`src/hdl/sfdg_pkg.sv`:
```
// shared types and constants for the seismic sample decoder with gain
// used by the decode stage, the scale stage and the top level
package sfdg_pkg;

  localparam int unsigned WordW    = 32;
  localparam int unsigned MantW    = 24;
  localparam int unsigned GainW    = 16;
  localparam int unsigned ProdW    = MantW + GainW;
  localparam int unsigned ShW      = 10;
  localparam int unsigned CfgIdxW  = 8;
  localparam int unsigned CfgDataW = 16;

  localparam int IbmBias   = 64;
  localparam int IeeeBias  = 127;
  localparam int IbmFracW  = 24;
  localparam int IeeeFracW = 23;

  localparam logic [CfgIdxW-1:0] RegFormat = 8'd0;
  localparam logic [CfgIdxW-1:0] RegGain   = 8'd1;

  typedef enum logic {
    FmtIbm  = 1'b0,
    FmtIeee = 1'b1
  } fmt_e;

  // decoded word between the two pipeline stages
  typedef struct packed {
    logic [ProdW-1:0]     prod;
    logic signed [ShW-1:0] sh;
    logic                 neg;
    logic                 zero;
    logic                 force_sat;
  } stage_t;

endpackage

```
`src/hdl/sfdg_decode.sv`:
```
// first stage: splits the sample word by format, multiplies by the gain
// and registers product, binary exponent and special-case flags; uses sfdg_pkg
module sfdg_decode #(
  parameter int OUT_FRAC_BITS  = 16,
  parameter int GAIN_FRAC_BITS = 8
) (
  input  logic                           clk_i,
  input  logic                           rst_ni,
  input  sfdg_pkg::fmt_e                 fmt_i,
  input  logic [sfdg_pkg::GainW-1:0]     gain_i,
  input  logic                           in_valid_i,
  output logic                           in_ready_o,
  input  logic [sfdg_pkg::WordW-1:0]     sample_word_i,
  output logic                           st_valid_o,
  input  logic                           st_ready_i,
  output sfdg_pkg::stage_t               st_o
);
  import sfdg_pkg::*;

  localparam int IbmOfs  = -4 * IbmBias - IbmFracW - GAIN_FRAC_BITS + OUT_FRAC_BITS;
  localparam int IeeeOfs = -IeeeBias - IeeeFracW - GAIN_FRAC_BITS + OUT_FRAC_BITS;

  logic [6:0]       ibm_exp;
  logic [7:0]       ieee_exp;
  logic [MantW-1:0] mant;
  logic             valid_q;
  stage_t           st_d, st_q;

  assign ibm_exp  = sample_word_i[30:24];
  assign ieee_exp = sample_word_i[30:23];

  always_comb begin
    st_d = '0;
    st_d.neg = sample_word_i[31];
    if (fmt_i == FmtIbm) begin
      mant           = sample_word_i[MantW-1:0];
      st_d.sh        = ShW'(int'(ibm_exp) * 4 + IbmOfs);
      st_d.force_sat = 1'b0;
      st_d.zero      = (mant == '0) || (gain_i == '0);
    end else begin
      mant           = {1'b1, sample_word_i[22:0]};
      st_d.sh        = ShW'(int'(ieee_exp) + IeeeOfs);
      st_d.force_sat = (ieee_exp == 8'hFF);
      st_d.zero      = (ieee_exp == 8'h00) || (gain_i == '0);
    end
    st_d.prod = ProdW'(mant) * ProdW'(gain_i);
  end

  assign in_ready_o = !valid_q || st_ready_i;

  always_ff @(posedge clk_i or negedge rst_ni) begin
    if (!rst_ni) begin
      valid_q <= 1'b0;
    end else if (in_ready_o) begin
      valid_q <= in_valid_i;
    end
  end

  always_ff @(posedge clk_i) begin
    if (in_ready_o && in_valid_i) begin
      st_q <= st_d;
    end
  end

  assign st_valid_o = valid_q;
  assign st_o       = st_q;

endmodule

```
`src/hdl/sfdg_scale.sv`:
```
// second stage: shifts the product by its exponent, rounds half up,
// saturates, applies the sign and holds the result word; uses sfdg_pkg
module sfdg_scale (
  input  logic                           clk_i,
  input  logic                           rst_ni,
  input  logic                           st_valid_i,
  output logic                           st_ready_o,
  input  sfdg_pkg::stage_t               st_i,
  output logic                           out_valid_o,
  input  logic                           out_ready_i,
  output logic signed [sfdg_pkg::WordW-1:0] sample_value_o,
  output logic                           saturated_o
);
  import sfdg_pkg::*;

  localparam int unsigned WideW = ProdW + WordW;
  localparam int unsigned NW    = 6;

  logic [WordW:0]         limit;
  logic [WideW-1:0]       wide;
  logic [ShW-1:0]         n;
  logic [ProdW-1:0]       pre;
  logic [ProdW:0]         rnd;
  logic [WordW:0]         mag;
  logic                   sat;
  logic [WordW-1:0]       value_d, value_q;
  logic                   sat_q, valid_q;

  always_comb begin
    limit = st_i.neg ? {1'b0, 1'b1, {(WordW-1){1'b0}}} : {2'b00, {(WordW-1){1'b1}}};
    n     = ShW'(-st_i.sh);
    wide  = WideW'(st_i.prod) << st_i.sh[4:0];
    pre   = st_i.prod >> (n[NW-1:0] - NW'(1));
    rnd   = ((ProdW+1)'(pre) + (ProdW+1)'(1)) >> 1;
    mag   = '0;
    sat   = 1'b0;
    if (st_i.force_sat) begin
      sat = 1'b1;
      mag = limit;
    end else if (st_i.zero) begin
      mag = '0;
    end else if (!st_i.sh[ShW-1]) begin
      if (st_i.sh >= ShW'(WordW) || wide > WideW'(limit)) begin
        sat = 1'b1;
        mag = limit;
      end else begin
        mag = wide[WordW:0];
      end
    end else if (n > ShW'(ProdW)) begin
      mag = '0;
    end else if (rnd > (ProdW+1)'(limit)) begin
      sat = 1'b1;
      mag = limit;
    end else begin
      mag = rnd[WordW:0];
    end
    value_d = st_i.neg ? (WordW'(0) - mag[WordW-1:0]) : mag[WordW-1:0];
  end

  assign st_ready_o = !valid_q || out_ready_i;

  always_ff @(posedge clk_i or negedge rst_ni) begin
    if (!rst_ni) begin
      valid_q <= 1'b0;
    end else if (st_ready_o) begin
      valid_q <= st_valid_i;
    end
  end

  always_ff @(posedge clk_i) begin
    if (st_ready_o && st_valid_i) begin
      value_q <= value_d;
      sat_q   <= sat;
    end
  end

  assign out_valid_o    = valid_q;
  assign sample_value_o = value_q;
  assign saturated_o    = sat_q;

endmodule

```
`src/hdl/sample_float_decode_gain_core.sv`:
```
// top level of the seismic sample decoder: IBM hex or IEEE single word in,
// gain-scaled signed fixed point word out; uses sfdg_pkg, sfdg_decode, sfdg_scale
// path: each input word is registered in the decode stage, then in the scale stage, before out_valid_o rises
// throughput: one word per cycle while out_ready_i is held high, set by the decode/multiply and scale registers
// reset: pipeline empty, format IBM, gain 256 (1.0 with GAIN_FRAC_BITS 8); config writes always taken
module sample_float_decode_gain_core #(
  parameter int OUT_FRAC_BITS  = 16,
  parameter int GAIN_FRAC_BITS = 8
) (
  input  logic                               clk_i,
  input  logic                               rst_ni,
  input  logic                               cfg_valid_i,
  output logic                               cfg_ready_o,
  input  logic [sfdg_pkg::CfgIdxW-1:0]       cfg_index_i,
  input  logic [sfdg_pkg::CfgDataW-1:0]      cfg_data_i,
  input  logic                               in_valid_i,
  output logic                               in_ready_o,
  input  logic [sfdg_pkg::WordW-1:0]         sample_word_i,
  output logic                               out_valid_o,
  input  logic                               out_ready_i,
  output logic signed [sfdg_pkg::WordW-1:0]  sample_value_o,
  output logic                               saturated_o
);
  import sfdg_pkg::*;

  fmt_e             fmt_q;
  logic [GainW-1:0] gain_q;
  logic             st_valid, st_ready;
  stage_t           st;

  assign cfg_ready_o = 1'b1;

  always_ff @(posedge clk_i or negedge rst_ni) begin
    if (!rst_ni) begin
      fmt_q  <= FmtIbm;
      gain_q <= GainW'(256);
    end else if (cfg_valid_i) begin
      case (cfg_index_i)
        RegFormat: fmt_q  <= fmt_e'(cfg_data_i[0]);
        RegGain:   gain_q <= cfg_data_i[GainW-1:0];
        default: ;
      endcase
    end
  end

  sfdg_decode #(
    .OUT_FRAC_BITS  (OUT_FRAC_BITS),
    .GAIN_FRAC_BITS (GAIN_FRAC_BITS)
  ) u_decode (
    .clk_i         (clk_i),
    .rst_ni        (rst_ni),
    .fmt_i         (fmt_q),
    .gain_i        (gain_q),
    .in_valid_i    (in_valid_i),
    .in_ready_o    (in_ready_o),
    .sample_word_i (sample_word_i),
    .st_valid_o    (st_valid),
    .st_ready_i    (st_ready),
    .st_o          (st)
  );

  sfdg_scale u_scale (
    .clk_i          (clk_i),
    .rst_ni         (rst_ni),
    .st_valid_i     (st_valid),
    .st_ready_o     (st_ready),
    .st_i           (st),
    .out_valid_o    (out_valid_o),
    .out_ready_i    (out_ready_i),
    .sample_value_o (sample_value_o),
    .saturated_o    (saturated_o)
  );

endmodule
```
`config.mk`:
```
export PLATFORM = sky130hd
export DESIGN_NAME = sample_float_decode_gain_core
export DESIGN_NICKNAME = d
export VERILOG_FILES = /design/src/hdl/sfdg_pkg.sv /design/src/hdl/sfdg_decode.sv /design/src/hdl/sfdg_scale.sv /design/src/hdl/sample_float_decode_gain_core.sv
export SDC_FILE = /design/constraint.sdc
export NUM_CORES = 1
export LEC_CHECK = 0
export ABC_AREA = 1
export ABC_CLOCK_PERIOD_IN_PS = 9600
export BUFFER_PORTS_ARGS = -buffer_cell sky130_fd_sc_hd__buf_4
export CORE_MARGIN = 5
export CORE_UTILIZATION = 45
export DETAILED_ROUTE_END_ITERATION = 8
export GPL_TIMING_DRIVEN = 0
export PLACE_DENSITY = 0.63
export SYNTH_ARGS = -nofsm -noshare
export SYNTH_HDL_FRONTEND = slang
export SYNTH_HIERARCHICAL = 1
export SYNTH_SLANG_ARGS = --single-unit
```
`constraint.sdc`:
```
create_clock -name clk_i -period 9.6 [get_ports clk_i]
set_input_delay 1.44 -clock clk_i [delete_from_list [all_inputs] [get_ports clk_i]]
set_output_delay 1.44 -clock clk_i [all_outputs]
set_load 0.03 [all_outputs]
```
==> impl_metrics.xml <==
<?xml version="1.0" encoding="UTF-8"?>
<metrics>
  <group name="drt">
    <metric name="drt_first_pass_iters" unit="">6</metric>
    <metric name="drt_iter0_drc" unit="">2278</metric>
    <metric name="drt_wl_total" unit="mm">95.3</metric>
    <metric name="detail_route.wl_per_cell" unit="um">18.5</metric>
    <metric name="route.detailed.drc" unit="">0</metric>
    <metric name="final_antenna_net_count" unit="">0</metric>
    <metric name="detailroute.via_count" unit="">27000</metric>
    <metric name="average_vias_per_placed_instance" unit="">5.24</metric>
  </group>
  <group name="synthesis">
    <metric name="synthTopCellsByCount" unit="">sky130_fd_sc_hd__nand2_1, sky130_fd_sc_hd__inv_1, sky130_fd_sc_hd__nand3_1</metric>
    <metric name="synth-xor-area-share" unit="%">1.71</metric>
    <metric name="synth-simple-area-share" unit="%">35.1</metric>
    <metric name="postSynth.asyncResetShare" unit="%">18.1</metric>
    <metric name="muxShareOfSynthArea" unit="%">0.403</metric>
    <metric name="postSynthAreaPerCell" unit="um^2">6.48</metric>
    <metric name="synthDistinctLibCells" unit="">61</metric>
    <metric name="dominant_combinational_cell_family_by_area_after_synthesis" unit="">simple AND/OR/NAND/NOR gates</metric>
    <metric name="post-synth-top-count-cell" unit="">sky130_fd_sc_hd__nand2_1</metric>
    <metric name="part_of_the_yosys_area_used_for_sequential_elements" unit="%">11.1</metric>
    <metric name="synth_area_leaders" unit="">sky130_fd_sc_hd__fa_1, sky130_fd_sc_hd__nand2_1, sky130_fd_sc_hd__inv_1</metric>
    <metric name="synth-main-ff-cell" unit="">sky130_fd_sc_hd__edfxtp_1</metric>
    <metric name="ys_ff_latch" unit="">105</metric>
    <metric name="synth_cells" unit="">4271</metric>
    <metric name="synth.largest_area_cell" unit="">sky130_fd_sc_hd__fa_1</metric>
    <metric name="synth_compound_area_share" unit="%">6.03</metric>
    <metric name="synth_largest_type_area_fraction" unit="%">22.1</metric>
    <metric name="synth_enable_flop_cells" unit="">86</metric>
    <metric name="yosys.area_share.adder" unit="%">30.4</metric>
    <metric name="netlist_area" unit="um^2">27700</metric>
    <metric name="syn-num-nets" unit="">4821</metric>
    <metric name="yosysWarnings" unit="">6</metric>
  </group>
  <group name="hold_path">
    <metric name="hold_start" unit="">gain_q[8]</metric>
    <metric name="min_delay_worst_endpoint" unit="">gain_q[8]</metric>
    <metric name="min_path_type" unit="">reg2reg</metric>
    <metric name="min_path_cells" unit="">2</metric>
  </group>
  <group name="power">
    <metric name="power_per_unit_of_standard_cell_area" unit="nW/um^2">93.1</metric>
    <metric name="vdd_drop_max" unit="uV">78.1</metric>
    <metric name="static-leakage-power" unit="nW">16.7</metric>
  </group>
  <group name="grt">
    <metric name="grt_start_max_net_pins" unit="">32</metric>
    <metric name="grtUsageTotal" unit="%">28.4</metric>
    <metric name="first_global_vias" unit="">26800</metric>
    <metric name="antenna_found_initial" unit="">1</metric>
    <metric name="globalRouteOverflowTotal" unit="">0</metric>
    <metric name="first_pass_grt_wire_length" unit="mm">149</metric>
  </group>
  <group name="floorplan">
    <metric name="initial_utilization" unit="%">45.7</metric>
    <metric name="die_area" unit="um^2">66500</metric>
    <metric name="die_w" unit="um">258</metric>
    <metric name="ioPinCount" unit="">97</metric>
    <metric name="std_cell_rows" unit="">90</metric>
    <metric name="die_y" unit="um">258</metric>
    <metric name="core-area" unit="um^2">60600</metric>
  </group>
  <group name="placed_design">
    <metric name="detailed_place_hpwl" unit="mm">80.7</metric>
    <metric name="routabilityCongestion" unit="">0.988</metric>
    <metric name="postPlaceCellArea" unit="um^2">29300</metric>
    <metric name="place.port_buffers" unit="">72</metric>
  </group>
  <group name="clock_tree">
    <metric name="postCtsSetupRepairBufs" unit="">0</metric>
    <metric name="count_of_hold_fix_buffers_inserted_at_cts" unit="">0</metric>
    <metric name="maximum_buffer_depth_of_the_clock_tree" unit="">2</metric>
    <metric name="clk_latency" unit="ns">0.39</metric>
    <metric name="cts.reportedPaths.clkPinSlew" unit="ns">0.08</metric>
    <metric name="cts_htree_levels" unit="">3</metric>
    <metric name="postCtsResizedCells" unit="">0</metric>
    <metric name="cts_inserted_buffers" unit="">9</metric>
    <metric name="root_cell_of_the_clock_tree" unit="">sky130_fd_sc_hd__clkbuf_16</metric>
    <metric name="tritoncts" unit="">yes</metric>
    <metric name="cts_num_sinks" unit="">105</metric>
  </group>
  <group name="final_layout">
    <metric name="post-route-cell-area" unit="um^2">29600</metric>
    <metric name="fillerInstances" unit="">6425</metric>
    <metric name="drive_gt1_share" unit="%">7.66</metric>
    <metric name="area_growth_syn_to_layout" unit="%">6.99</metric>
    <metric name="layout.nets" unit="">4908</metric>
    <metric name="seqCellArea" unit="um^2">3060</metric>
    <metric name="multiInputGateArea" unit="um^2">20400</metric>
  </group>
  <group name="timing">
    <metric name="totalNegativeSetupSlack" unit="ns">0</metric>
    <metric name="maximum_achievable_frequency" unit="MHz">123</metric>
    <metric name="setup-violations-final" unit="">0</metric>
    <metric name="timing.final.hold_violations" unit="">0</metric>
    <metric name="final.hold.worst_slack" unit="ns">0.465</metric>
    <metric name="rsz0062_at_grt" unit="">no</metric>
    <metric name="skew" unit="ns">0.0196</metric>
    <metric name="timing.final.crit_share" unit="%">84.6</metric>
    <metric name="worstMarginPinSlew" unit="ns">0.896</metric>
    <metric name="post-route-min-period" unit="ns">8.13</metric>
    <metric name="max_slew_margin" unit="%">40.3</metric>
    <metric name="report.final.slew_viol_count" unit="">0</metric>
  </group>
  <group name="worst_setup_path">
    <metric name="highest_fanout_seen_on_the_critical_path" unit="">11</metric>
    <metric name="worstSetupEndpointType" unit="">register</metric>
    <metric name="worst-setup-path-type" unit="">reg2reg</metric>
    <metric name="worst_ep_required_time" unit="ns">9.75</metric>
    <metric name="reg2reg_depth" unit="">49</metric>
    <metric name="cpMaxStageDelayCell" unit="">sky130_fd_sc_hd__nor2_2</metric>
    <metric name="cp_common_cell" unit="">sky130_fd_sc_hd__nand2_1</metric>
    <metric name="worstReg2RegStart" unit="">u_decode/st_o[4]</metric>
    <metric name="worstReg2RegEnd" unit="">u_scale/sample_value_o[20]</metric>
    <metric name="setup.worst_path.start" unit="">u_decode/st_o[4]</metric>
    <metric name="crit_path_max_incr_delay" unit="ns">0.39</metric>
    <metric name="worst-r2r-setup-slack" unit="ns">1.47</metric>
    <metric name="cp.arrival" unit="ns">8.27</metric>
    <metric name="setup.worst_path.start_class" unit="">register</metric>
  </group>
  <group name="job">
    <metric name="timing.max_cap.violations" unit="">0</metric>
  </group>
  <group name="outcome">
    <metric name="outcome" unit="">finished clean</metric>
  </group>
</metrics>
-- cells by family after synthesis --
group / after synthesis
AOI/OAI and AO/OA: 311
DFF: 105
buffers and inverters: 1050
xor gates and xnor gates: 54
other: 1
and+or+nand+nor: 2250
muxes: 11
adders and majority gates: 489
-- state kept, by name (all words and copies together), names as in the netlist --
| register | flops |
|---|---|
| u_decode/st_o | 53 |
| u_scale/sample_value_o | 32 |
| gain_q | 16 |
| fmt_q | 1 |
| u_decode/st_valid_o | 1 |
| u_scale/out_valid_o | 1 |
| u_scale/saturated_o | 1 |
-- layout make-up --
| type | count | share of cell area (%) |
|---|---|---|
| Timing Repair Buffer | 76 | 2.15 |
| Buffer | 205 | 3.52 |
| Antenna cell | 1 | 0.00846 |
| Tap cell | 782 | 3.31 |
| Clock buffer | 9 | 0.761 |
| Sequential cell | 105 | 10.3 |
| Clock inverter | 7 | 0.237 |
| Inverter | 845 | 10.7 |
| Multi-Input combinational cell | 3116 | 69.0 |
-- worst max path at each step --
stage	endpoint	depth (start not counted)
final	u_scale/sample_value_o[20]	49
after global routing	u_scale/sample_value_o[20]	53
after CTS	u_scale/sample_value_o[20]	50
after detailed placement	u_scale/sample_value_o[20]	50
after global placement	u_scale/sample_value_o[8]	48
after floorplan	u_decode/st_o[48]	27
-- per-layer routing --
metal / vias up / GRT usage, % / wire (um)
li1: 13200 / - / -
met1: 12500 / 34.8 / 37800
met2: 1011 / 49.0 / 45700
met3: 269 / 3.33 / 5790
met4: 0 / 15.5 / 6070
met5: - / 0 / 0
-- report_power, final --
part	total (mW)	leakage, nW	switching, mW	internal, mW
sequential	0.604	1.09	0.0303	0.574
clock	0.371	0.149	0.187	0.184
combinational	1.78	15.5	1.22	0.566
-- metrics by stage --
stage          power, mW  util, %  worst slack, ns  instances
3_5_place_dp        2.37     48.4             1.60       5129
3_3_place_gp        2.36     48.2             1.64       5125
6_report            2.76     48.9             1.47       5146
4_1_cts             2.76     48.8             1.55       5145
5_1_grt             3.00     48.8            0.866       5145
2_1_floorplan       1.84        -             2.91       4271
-- cell usage in the layout (no fill, tap or decap), types with 37 or more instances in the layout --
cell                       instances
sky130_fd_sc_hd__a21oi_1          77
sky130_fd_sc_hd__buf_2            37
sky130_fd_sc_hd__buf_4            94
sky130_fd_sc_hd__clkbuf_1        115
sky130_fd_sc_hd__edfxtp_1         86
sky130_fd_sc_hd__fa_1            306
sky130_fd_sc_hd__ha_1            183
sky130_fd_sc_hd__inv_1           817
sky130_fd_sc_hd__nand2_1        1444
sky130_fd_sc_hd__nand2_2          51
sky130_fd_sc_hd__nand3_1         347
sky130_fd_sc_hd__nor2_1          237
sky130_fd_sc_hd__o21ai_0         161
sky130_fd_sc_hd__xor2_1           45
-- critical path, delay by kind of cell, from the launching register on --
kind                     cells  cell delay (ns)
AND/OR/NAND/NOR             31             4.39
buffers and inverters       13             1.79
adder cells (fa/ha/maj)      3             0.80
flip-flops                   1             0.36
XOR/XNOR                     1             0.35
AO/OA/AOI/OAI                1             0.22
No activity file was read; power rests on OpenSTA's default activity.
